File: src/ps2mt_pkg.sv
// ----------------------------------------------------------------------------
// PS/2 mouse packet tracker package
// Shared constants and types for the packet tracker modules.
// ----------------------------------------------------------------------------
`default_nettype none

package ps2mt_pkg;

  // Number of mouse buttons reported (left, right, middle).
  localparam int BTN_BITS = 3;

  // Width of a signed movement delta after negation (-127 .. 128).
  localparam int DELTA_BITS = 9;

  // Position of a byte within a three-byte packet.
  localparam logic [1:0] IDX_FIRST  = 2'd0;
  localparam logic [1:0] IDX_SECOND = 2'd1;
  localparam logic [1:0] IDX_THIRD  = 2'd2;

  // Configuration register indexes.
  typedef enum logic [1:0] {
    REG_MIN_X = 2'd0,
    REG_MIN_Y = 2'd1,
    REG_MAX_X = 2'd2,
    REG_MAX_Y = 2'd3
  } cfg_reg_t;

  // Button and packet status that travels with each result.
  typedef struct packed {
    logic [BTN_BITS-1:0] buttons;
    logic [BTN_BITS-1:0] button_changes;
    logic                packet_done;
  } pkt_status_t;

endpackage

`default_nettype wire

File: src/ps2_mouse_packet_tracker.sv
// ----------------------------------------------------------------------------
// PS/2 mouse packet tracker
// Turns aux-port controller bytes into a clamped cursor position and buttons.
// ----------------------------------------------------------------------------
// The tracker takes one controller byte per item, tagged with an aux flag, and
// returns exactly one result item for every input item. Bytes without the aux
// flag leave all state untouched. Flagged bytes are collected into three-byte
// PS/2 mouse packets; the third byte moves the cursor by the X delta and by the
// negated Y delta (only when some delta is nonzero), clamps each coordinate to
// the configured minimum and then maximum, and reports the new buttons together
// with a mask of the buttons that changed. Other items echo the current state
// with no change mask and packet_done low. The block accepts one item in every
// cycle while the result side does not stall; each item waits in the input
// register until the result register can load, then its result is loaded into
// the result register, where it waits until it is taken. The packet update
// itself is a single pass through the add and compare logic between the two
// registers. Stall on the result side reaches the input side in the same cycle
// once both registers are full. Bound registers should be written only while
// no item is in flight.
// ----------------------------------------------------------------------------
`default_nettype none

module ps2_mouse_packet_tracker
  import ps2mt_pkg::*;
#(
  parameter int COORD_BITS = 12
) (
  input  wire logic                  clk,
  input  wire logic                  rst,
  // Input channel
  input  wire logic                  in_valid,
  output logic                       in_stall,
  input  wire logic                  aux_flag,
  input  wire logic [7:0]            data_byte,
  // Result channel
  output logic                       out_valid,
  input  wire logic                  out_stall,
  output logic [COORD_BITS-1:0]      cursor_x,
  output logic [COORD_BITS-1:0]      cursor_y,
  output logic [BTN_BITS-1:0]        buttons,
  output logic [BTN_BITS-1:0]        button_changes,
  output logic                       packet_done,
  // Configuration write port
  input  wire logic                  cfg_we,
  input  wire logic [1:0]            cfg_index,
  input  wire logic [COORD_BITS-1:0] cfg_data
);

  // Bound registers. The reset values are cut to the coordinate width.
  logic [COORD_BITS-1:0] min_x;
  logic [COORD_BITS-1:0] min_y;
  logic [COORD_BITS-1:0] max_x;
  logic [COORD_BITS-1:0] max_y;

  always_ff @(posedge clk) begin
    if (rst) begin
      min_x <= '0;
      min_y <= '0;
      max_x <= COORD_BITS'(319);
      max_y <= COORD_BITS'(199);
    end else if (cfg_we) begin
      case (cfg_reg_t'(cfg_index))
        REG_MIN_X: min_x <= cfg_data;
        REG_MIN_Y: min_y <= cfg_data;
        REG_MAX_X: max_x <= cfg_data;
        REG_MAX_Y: max_y <= cfg_data;
        default:   min_x <= min_x;
      endcase
    end
  end

  // Input register.
  logic       s1_valid;
  logic       s1_aux;
  logic [7:0] s1_data;
  logic       out_free;
  logic       step;
  logic       in_take;

  // The result register can load when empty or when its item leaves now.
  assign out_free = !out_valid || !out_stall;
  assign step     = s1_valid && out_free;
  assign in_stall = s1_valid && !out_free;
  assign in_take  = in_valid && !in_stall;

  always_ff @(posedge clk) begin
    if (rst) begin
      s1_valid <= 1'b0;
    end else if (in_take) begin
      s1_valid <= 1'b1;
    end else if (step) begin
      s1_valid <= 1'b0;
    end
  end

  always_ff @(posedge clk) begin
    if (in_take) begin
      s1_aux  <= aux_flag;
      s1_data <= data_byte;
    end
  end

  // Packet logic: state advances when the registered item moves on.
  logic [COORD_BITS-1:0] res_x;
  logic [COORD_BITS-1:0] res_y;
  pkt_status_t           res_status;

  ps2mt_core #(.COORD_BITS(COORD_BITS)) u_core (
    .clk       (clk),
    .rst       (rst),
    .step      (step),
    .aux_flag  (s1_aux),
    .data_byte (s1_data),
    .min_x     (min_x),
    .min_y     (min_y),
    .max_x     (max_x),
    .max_y     (max_y),
    .cursor_x  (res_x),
    .cursor_y  (res_y),
    .status    (res_status)
  );

  // Result register.
  always_ff @(posedge clk) begin
    if (rst) begin
      out_valid <= 1'b0;
    end else if (step) begin
      out_valid <= 1'b1;
    end else if (!out_stall) begin
      out_valid <= 1'b0;
    end
  end

  always_ff @(posedge clk) begin
    if (step) begin
      cursor_x       <= res_x;
      cursor_y       <= res_y;
      buttons        <= res_status.buttons;
      button_changes <= res_status.button_changes;
      packet_done    <= res_status.packet_done;
    end
  end

endmodule

`default_nettype wire

File: src/ps2mt_clamp.sv
// ----------------------------------------------------------------------------
// PS/2 mouse coordinate move and clamp
// Adds a signed delta to a coordinate and clamps the sum to [lo, hi].
// ----------------------------------------------------------------------------
`default_nettype none

module ps2mt_clamp
  import ps2mt_pkg::*;
#(
  parameter int COORD_BITS = 12
) (
  input  wire logic [COORD_BITS-1:0]        pos,
  input  wire logic signed [DELTA_BITS-1:0] delta,
  input  wire logic [COORD_BITS-1:0]        lo,
  input  wire logic [COORD_BITS-1:0]        hi,
  output logic [COORD_BITS-1:0]             result
);

  localparam int SUM_BITS = COORD_BITS + 2;

  logic signed [SUM_BITS-1:0] sum;
  logic signed [SUM_BITS-1:0] lo_s;
  logic signed [SUM_BITS-1:0] hi_s;
  logic signed [SUM_BITS-1:0] after_lo;

  always_comb begin
    sum  = $signed({2'b00, pos}) + $signed({{(SUM_BITS-DELTA_BITS){delta[DELTA_BITS-1]}}, delta});
    lo_s = $signed({2'b00, lo});
    hi_s = $signed({2'b00, hi});
    // The minimum is applied first, so a maximum below the minimum wins.
    after_lo = (sum < lo_s) ? lo_s : sum;
    if (after_lo > hi_s) begin
      result = hi;
    end else begin
      result = after_lo[COORD_BITS-1:0];
    end
  end

endmodule

`default_nettype wire

File: src/ps2mt_core.sv
// ----------------------------------------------------------------------------
// PS/2 mouse packet tracker core
// Packet assembly, cursor and button state, and the next result fields.
// ----------------------------------------------------------------------------
`default_nettype none

module ps2mt_core
  import ps2mt_pkg::*;
#(
  parameter int COORD_BITS = 12
) (
  input  wire logic                  clk,
  input  wire logic                  rst,
  input  wire logic                  step,
  input  wire logic                  aux_flag,
  input  wire logic [7:0]            data_byte,
  input  wire logic [COORD_BITS-1:0] min_x,
  input  wire logic [COORD_BITS-1:0] min_y,
  input  wire logic [COORD_BITS-1:0] max_x,
  input  wire logic [COORD_BITS-1:0] max_y,
  output logic [COORD_BITS-1:0]      cursor_x,
  output logic [COORD_BITS-1:0]      cursor_y,
  output pkt_status_t                status
);

  logic [1:0]            byte_index;
  logic [1:0]            byte_index_next;
  logic [7:0]            first_byte;
  logic [7:0]            first_byte_next;
  logic [7:0]            second_byte;
  logic [7:0]            second_byte_next;
  logic [COORD_BITS-1:0] pos_x;
  logic [COORD_BITS-1:0] pos_y;
  logic [BTN_BITS-1:0]   button_state;

  logic                         last_byte;
  logic                         moved;
  logic signed [DELTA_BITS-1:0] delta_x;
  logic signed [DELTA_BITS-1:0] delta_y;
  logic [COORD_BITS-1:0]        clamp_x;
  logic [COORD_BITS-1:0]        clamp_y;

  // Y grows downward on screen, so the mouse Y delta is negated.
  assign delta_x = $signed({second_byte[7], second_byte});
  assign delta_y = -$signed({data_byte[7], data_byte});

  ps2mt_clamp #(.COORD_BITS(COORD_BITS)) u_clamp_x (
    .pos    (pos_x),
    .delta  (delta_x),
    .lo     (min_x),
    .hi     (max_x),
    .result (clamp_x)
  );

  ps2mt_clamp #(.COORD_BITS(COORD_BITS)) u_clamp_y (
    .pos    (pos_y),
    .delta  (delta_y),
    .lo     (min_y),
    .hi     (max_y),
    .result (clamp_y)
  );

  always_comb begin
    byte_index_next  = byte_index;
    first_byte_next  = first_byte;
    second_byte_next = second_byte;
    last_byte        = 1'b0;
    if (aux_flag) begin
      case (byte_index)
        IDX_FIRST: begin
          first_byte_next = data_byte;
          byte_index_next = IDX_SECOND;
        end
        IDX_SECOND: begin
          second_byte_next = data_byte;
          byte_index_next  = IDX_THIRD;
        end
        default: begin
          // Third byte; an out-of-range index is handled the same way.
          last_byte       = 1'b1;
          byte_index_next = IDX_FIRST;
        end
      endcase
    end

    // With both deltas zero the position is left alone, not even clamped.
    moved = (second_byte != 8'h00) || (data_byte != 8'h00);

    cursor_x = (last_byte && moved) ? clamp_x : pos_x;
    cursor_y = (last_byte && moved) ? clamp_y : pos_y;

    status.packet_done    = last_byte;
    status.buttons        = last_byte ? first_byte[BTN_BITS-1:0] : button_state;
    status.button_changes = last_byte ? (first_byte[BTN_BITS-1:0] ^ button_state)
                                      : {BTN_BITS{1'b0}};
  end

  always_ff @(posedge clk) begin
    if (rst) begin
      byte_index   <= IDX_FIRST;
      first_byte   <= 8'h00;
      second_byte  <= 8'h00;
      pos_x        <= '0;
      pos_y        <= '0;
      button_state <= '0;
    end else if (step) begin
      byte_index   <= byte_index_next;
      first_byte   <= first_byte_next;
      second_byte  <= second_byte_next;
      pos_x        <= cursor_x;
      pos_y        <= cursor_y;
      button_state <= status.buttons;
    end
  end

endmodule

`default_nettype wire

File: config.mk
export PLATFORM = sky130hd
export DESIGN_NAME = ps2_mouse_packet_tracker
export DESIGN_NICKNAME = d
export VERILOG_FILES = /design/src/ps2mt_pkg.sv /design/src/ps2_mouse_packet_tracker.sv /design/src/ps2mt_clamp.sv /design/src/ps2mt_core.sv
export SDC_FILE = /design/constraint.sdc
export NUM_CORES = 1
export LEC_CHECK = 0
export BUFFER_PORTS_ARGS = -buffer_cell sky130_fd_sc_hd__buf_2
export CAP_MARGIN = 20
export CORE_MARGIN = 1.5
export CORE_UTILIZATION = 45
export CTS_CLUSTER_SIZE = 10
export DETAILED_ROUTE_END_ITERATION = 8
export PLACE_DENSITY = 0.7
export REMOVE_ABC_BUFFERS = 1
export SLEW_MARGIN = 40
export SYNTH_ARGS = -nofsm -noshare
export SYNTH_HDL_FRONTEND = slang
export SYNTH_SLANG_ARGS = --single-unit
File: constraint.sdc
create_clock -name clk -period 5.7 [get_ports clk]
set_input_delay 1.425 -clock clk [delete_from_list [all_inputs] [get_ports clk]]
set_output_delay 1.425 -clock clk [all_outputs]
set_load 0.02 [all_outputs]
# Word level (Yosys, flattened, before mapping)
# Index checks and enable logic that the tools add are counted.
[word_totals] inputBits=28 word_cells=69 output_inout_bits=33 regBits=130
[op_classes] n_reduce_logical=23 bitwise_logic=1 order_cmp=4 n_addsub=3 muxes=14 eq_ne=5
[op_table] cell="12-bit two-way mux" count=4
[op_table] cell="14-bit by 13-bit greater-than comparator with 1-bit output" count=2
[op_table] cell="14-bit by 13-bit < comparator with 1-bit output" count=2
[op_table] cell="14-bit two-way mux" count=2
[op_table] cell="8-bit nonzero test" count=2
[op_table] cell="13-bit by 8-bit adder with 14-bit output" count=1
[op_table] cell="13-bit by 9-bit adder with 14-bit output" count=1
[op_table] cell="2-bit AND reduction" count=5
[op_table] cell="8-bit negator with 9-bit output" count=1
[op_table] cell="1-bit two-way mux" count=6
[op_table] cell="3-bit AND reduction" count=2
[op_table] cell="2-bit by 1-bit == test with 1-bit output, second input constant" count=2
[op_table] cell="2-bit == test, second input constant" count=2
[op_table] cell="1-bit logical AND" count=4
[op_table] cell="1-bit logical NOT" count=4
[op_table] cell="2-bit logical NOT" count=2
[op_table] cell="2-bit one-hot mux with 2 select lines" count=1
[op_table] cell="3-bit two-way mux" count=1
[op_table] cell="3-bit XOR" count=1
[op_table] cell="1-bit logical OR" count=2
[op_table] cell="2-bit by 1-bit != test with 1-bit output, second input constant" count=1
[op_table] cell="2-bit nonzero test" count=1
[op_table] cell="2-bit OR reduction" count=1

# Depth between registers and ports, before layout
[logic_depth] depth_word=7 ltp_mapped=32 mapped_depth_nobuf=29

# Modules after synthesis
# Synthesis repeated with hierarchy kept, for this count alone.
[hier_totals] cells_unflattened=896 hier_area_um2=8674.6
[by_module_without_submodules] mod="ps2_mouse_packet_tracker" area_per_inst_um2=3220.6 instances=1 seq_area_each_um2=2202.1 cells_per_inst=235
[by_module_without_submodules] mod="ps2mt_core" area_per_inst_um2=2212.1 instances=1 seq_area_each_um2=800.8 cells_per_inst=229
[by_module_without_submodules] mod="ps2mt_clamp at u_core.u_clamp_x" area_per_inst_um2=1622.8 instances=1 seq_area_each_um2=0.0 cells_per_inst=217
[by_module_without_submodules] mod="ps2mt_clamp at u_core.u_clamp_y" area_per_inst_um2=1619.1 instances=1 seq_area_each_um2=0.0 cells_per_inst=215

# Least setup slack after synthesis
# OpenSTA, ideal clock, no wires.
[synth_path] path_kind="register -> register" startpoint="register u_core.pos_x[5]" endpoint="register cursor_x[1], data pin" slack_ns=-0.195 stages_incl_launch_ff=26 path_buffers=4 synth_period_minus_slack_ns=5.895 t_arrival_ns=5.628 setup_ns=0.268 required_time_ns=5.432 cell_sequence="dfxtp_1 > ha_1 > clkbuf_1 > or3_1 > o211a_1 > a221o_1 > xnor2_1 > inv_1 > ha_1 > a21oi_1 > o21ai_0 > nor4_1 > ha_1 > clkbuf_1 > inv_1 > clkbuf_1 > mux2_2 > ha_1 > a21o_1 > a21o_1 > a2111oi_2 > o31ai_1 > nor3_4 > buf_8 > mux2i_1 > o21ai_0"
[synth_between] elab_chain_cells=6
[synth_lines] item="from (decl)" line="ps2mt_core.sv:32" text="logic [COORD_BITS-1:0] pos_x;"
[synth_lines] item="from (signal assigned)" line="ps2mt_core.sv:110" text="pos_x <= cursor_x;"
[synth_lines] item="13-bit by 8-bit adder with 14-bit output *" line="ps2mt_clamp.sv:27" text="sum = $signed({2'b00, pos}) + $signed({{(SUM_BITS-DELTA_BITS){delta[DELTA_BITS-1]}}, delta});"
[synth_lines] item="14-bit by 13-bit < comparator with 1-bit output" line="ps2mt_clamp.sv:31" text="after_lo = (sum < lo_s) ? lo_s : sum;"
[synth_lines] item="14-bit two-way mux *" line="ps2mt_clamp.sv:31"
[synth_lines] item="14-bit by 13-bit greater-than comparator with 1-bit output" line="ps2mt_clamp.sv:32" text="if (after_lo > hi_s) begin"
[synth_lines] item="12-bit two-way mux *" line="ps2mt_clamp.sv:32"
[synth_lines] item="12-bit two-way mux *" line="ps2mt_core.sv:89" text="cursor_x = (last_byte && moved) ? clamp_x : pos_x;"
[synth_lines] item="named net res_x[1]" line="ps2_mouse_packet_tracker.sv:104" text="logic [COORD_BITS-1:0] res_x;"
[synth_lines] item="to (signal assigned)" line="ps2_mouse_packet_tracker.sv:136" text="cursor_x <= res_x;"
[synth_lines] item="to (decl)" line="ps2_mouse_packet_tracker.sv:38" text="output logic [COORD_BITS-1:0] cursor_x,"
# The timed path passes the listed nets; every way through them passes the cells marked *.
# A chain may end at the register's enable or synchronous reset.

# Final worst setup path
[layout_path] startpoint="register u_core.second_byte[0]" endpoint="register cursor_x[10], data pin"
[layout_between] elab_chain_cells=6 elab_cells_between_ends=9 cone_classes="add/sub: 1; order compare: 2; mux: 3; reduce/logical: 3"
[layout_lines] item="from (decl)" line="ps2mt_core.sv:30" text="logic [7:0] second_byte;"
[layout_lines] item="from (signal assigned)" line="ps2mt_core.sv:109" text="second_byte <= second_byte_next;"
[layout_lines] item="13-bit by 8-bit adder with 14-bit output" line="ps2mt_clamp.sv:27"
[layout_lines] item="14-bit by 13-bit < comparator with 1-bit output" line="ps2mt_clamp.sv:31"
[layout_lines] item="14-bit two-way mux" line="ps2mt_clamp.sv:31"
[layout_lines] item="14-bit by 13-bit greater-than comparator with 1-bit output" line="ps2mt_clamp.sv:32"
[layout_lines] item="12-bit two-way mux" line="ps2mt_clamp.sv:32"
[layout_lines] item="12-bit two-way mux *" line="ps2mt_core.sv:89"
[layout_lines] item="named net res_x[10]" line="ps2_mouse_packet_tracker.sv:104"
# Marks and branches as above.

==> key figures <==
Drt
  – Vias per inst: 5.55
  – Via count: 7076
  – Antenna Nets Post-Route: 0
  – DRT iter0 DRCs: 549
  – DRT Pass-1 Iters: 5
  – Wire per inst: 18.0 µm
  – Total Wirelength: 23000 µm
  – DRC: 0

Logic synthesis
  – Primary FF master, synth: dfxtp_1
  – Synth Area in Compound Gates: 0.161
  – Number of synthesized register bits: 130
  – Ys async rst share: 0
  – Yosys top cell area share: 0.227
  – Sequential-to-total area share from yosys stat: 0.379
  – Synthesized area: 0.00792 mm²
  – Post-synthesis xor/xnor area fraction: 0.0254
  – Mean Syn Cell Area: 8.79 µm²
  – Ranking of synthesized cells by area: dfxtp_1 23%, edfxtp_1 15%, ha_1 12%
  – Multiplexer share of the synthesized area: 0.0774
  – Unique masters post-synth: 65
  – Largest family of logic cells by synthesized area: simple AND/OR/NAND/NOR gates
  – Synth area leader: dfxtp_1
  – Simple logic cell fraction of the synthesized area: 0.177
  – Synthesized-area fraction occupied by adder cells: 0.122
  – Number of synthesized flops with an enable pin: 40
  – Gate Count Post-Synth: 901
  – Synth warn: 0

Status
  – Status: finished, violations left
  – Failing checks: setup timing

Setup path
  – CP max-delay cell: fa_2
  – CP bufs+invs: 5
  – CP Launch Point: u_core.second_byte[0]$_SDFFE_PP0P_
  – Critical path fanouts, max: 6
  – Crit end category: flop
  – R2R Setup Slk: -180 ps
  – Worst Path Required: 5880 ps
  – Reg2reg start: u_core.second_byte[0]$_SDFFE_PP0P_
  – Crit path kind: flop to flop
  – Critical path's top delay family: adder cells
  – WP depth: 29
  – Arr. time, crit path: 6060 ps
  – RR Endpoint: cursor_x[10]$_DFFE_PP_
  – Crit path capture: cursor_x[10]$_DFFE_PP_
  – CP Launch Type: flop
  – CP peak stage delay: 390 ps
  – R2r worst-path depth: 29

Timing
  – Tmin final: 5880 ps
  – Final setup violating endpoints: 20
  – Rel. slew slack: 0.434
  – Fin. Hold Viols: 0
  – Worst clock skew: 9.37 ps
  – RSZ-0062 raised after global routing: true
  – Fmax: 170 MHz
  – Crit share post-route: 1.03
  – Least-Margin Pin Slew: 845 ps
  – Post-route setup TNS: -2170 ps
  – Fin. max-slew vios: 0
  – Setup ws final: -177 ps

Clocking
  – CTS H-tree lvls: 4
  – Deepest clock path buffer count: 2
  – TritonCTS buffer count: 17
  – TritonCTS clock tree: yes
  – Clock Latency Late Sink: 420 ps
  – Clock sinks: 130
  – Root buffer cell: clkbuf_16
  – Reg clk slew, reported paths: 60 ps

Hold path
  – Hold crit path type: flop to flop

Power
  – Leak pwr: 4.50 nW
  – PwrDens: 244 mW/mm²
  – Peak VDD IR: 0.238 mV

Floorplan
  – Horiz. Die Dim: 136 µm
  – Core footprint: 0.0172 mm²
  – Starting Density: 0.459
  – Rows: 48
  – Die height: 136 µm
  – Die Outline Area: 0.0184 mm²
  – Ports: 61

Final layout
  – Multi-input logic area: 0.00513 mm²
  – Design Area, Final: 0.0104 mm²
  – Fillcell total: 1429
  – ANT cells: 0
  – Layout cells sized above 1: 0.295
  – Layout net count: 1141
  – Sequential cell area: 0.00301 mm²
  – Area delta synth->final: 30.9%

Global route
  – GR Util met3: 0.0438
  – GRT Total Usage: 0.238
  – Busiest grt layer: met2
  – Met1 Track Usage GR: 0.316
  – Pin count of the biggest net entering global routing: 47
  – Met2 usage: 0.388
  – First-pass GRT wire length: 33200 µm
  – Initial antenna violation count: 1
  – Grt total ovfl: 0
  – Vias in the first global route: 6338

Placed design
  – HPWL Detailed: 15400 µm
  – Port buffer count: 60
  – GPL Wtd Cong: 0.948
  – Cell Area, Placed: 0.00883 mm²

Flow run
  – Max-capacitance violation count: 0
==> metrics by stage <==
stage	setup slack, ps	hold WS (ps)	cells	util	power [mW]
2_1_floorplan	-184	430	864	-	1.23
3_3_place_gp	-267	446	1211	0.512	1.36
3_5_place_dp	-289	449	1212	0.513	1.37
4_1_cts	-28.5	457	1262	0.565	2.44
5_1_grt	-406	499	1275	0.602	2.62
6_report	-177	454	1275	0.602	2.53
==> state kept, by name, summed over array words and instances (netlist names), 2 cells and up <==
name	count
u_core.second_byte	8
cursor_y	12
s1_data	8
cursor_x	12
u_core.first_byte	3
min_x	12
max_y	12
u_core.button_state	3
u_core.pos_x	12
min_y	12
u_core.pos_y	12
button_changes	3
buttons	3
u_core.byte_index	2
max_x	12
==> timing repair <==
item | CTS | global route
buffers inserted | 17 | 14
resized for setup | 49 | 108
pin swaps | 29 | 61
cloned | 1 | 0
hold buffers | 0 | 0
hold endpoints to repair | 0 | 0
endpoints found under the setup margin | 45 | 48
==> routing by layer <==
layer	up-vias	part of all wire	wire length (µm)
li1	3427	-	-
met1	3353	0.44	10100
met2	249	0.47	10900
met3	45	0.063	1440
met4	2	0.023	530
met5	-	0.00039	9
==> cells in the final DEF, fill, tap and decap left out, types with 19 or more instances in the layout <==
| master | synthesis | routed |
|---|---|---|
| nand2_1 | 104 | 99 |
| nor2_1 | 97 | 96 |
| dfxtp_1 | 90 | 84 |
| buf_4 | 1 | 80 |
| inv_1 | 81 | 75 |
| buf_2 | 4 | 59 |
| ha_1 | 74 | 53 |
| a21oi_1 | 61 | 51 |
| edfxtp_1 | 40 | 40 |
| o21ai_0 | 50 | 35 |
| mux2i_1 | 41 | 31 |
| clkbuf_16 | 0 | 19 |
==> worst min path at each step <==
| stage | endpoint | from | depth (start not counted) | slack (ps) |
|---|---|---|---|---|
| finish | max_y[11]$_SDFFE_PP0P_ | max_y[11]$_SDFFE_PP0P_ | 2 | 450 |
| detailed placement | max_y[11]$_SDFFE_PP0P_ | max_y[11]$_SDFFE_PP0P_ | 2 | 450 |
| floorplan | max_y[11]$_SDFFE_PP0P_ | max_y[11]$_SDFFE_PP0P_ | 2 | 430 |
| global placement | max_y[11]$_SDFFE_PP0P_ | max_y[11]$_SDFFE_PP0P_ | 2 | 450 |
| global route | max_y[11]$_SDFFE_PP0P_ | max_y[11]$_SDFFE_PP0P_ | 2 | 500 |
| CTS | max_y[11]$_SDFFE_PP0P_ | max_y[11]$_SDFFE_PP0P_ | 2 | 460 |
==> layout make-up <==
class / instances / area share
Sequential cell: 130 / 0.290
Clock inverter: 7 / 0.00458
Timing Repair Buffer: 154 / 0.103
Multi-Input combinational cell: 653 / 0.495
Inverter: 81 / 0.0296
Tap cell: 225 / 0.0271
Clock buffer: 25 / 0.0499
==> power breakdown <==
group	switching (mW)	leakage, nW	internal, mW
Clock	0.403	0.282	0.631
Combinational	0.261	3.09	0.240
Sequential	0.0181	1.13	0.980
Total	0.683	4.50	1.85
==> synth_stat cells, types with 3 or more instances <==
cell       instances
a21o_1            11
ha_1              74
buf_2              4
o21ai_0           50
a31oi_1            3
o31ai_1            4
nand2b_1           6
nor2_1            97
dfxtp_1           90
mux2i_1           41
nand3b_1          13
o31a_1             3
o21bai_1           3
nor2b_1           11
xor2_1             9
inv_1             81
o211ai_1           6
o21a_1             9
or3_1              7
nand4_1            8
o21ai_1            3
a21boi_0           4
a311oi_1           3
a211oi_1           6
a211o_1            7
xnor2_1           14
a21oi_1           61
mux2_2            18
edfxtp_1          40
nand2_1          104
nand3_1           16
o2111ai_1          4
nor4_1             7
nor3_1            14
clkbuf_1          30
and3_1             4
==> worst min-delay path, stage by stage, from the launching register on <==
cell and delay [ps]:
dfxtp_1 310, nand2_1 50, a21oi_1 50
==> logic make-up (layout without fill, tap and decap cells) <==
kind of cell,count (synthesis),in the layout
buffers and inverters,118,267
and+or+nand+nor,301,301
adders and majority gates,76,76
AOI/OAI and AO/OA,194,194
DFF,130,130
muxes,59,59
xor gates and xnor gates,23,23
Power figures use the tool's default switching activity.
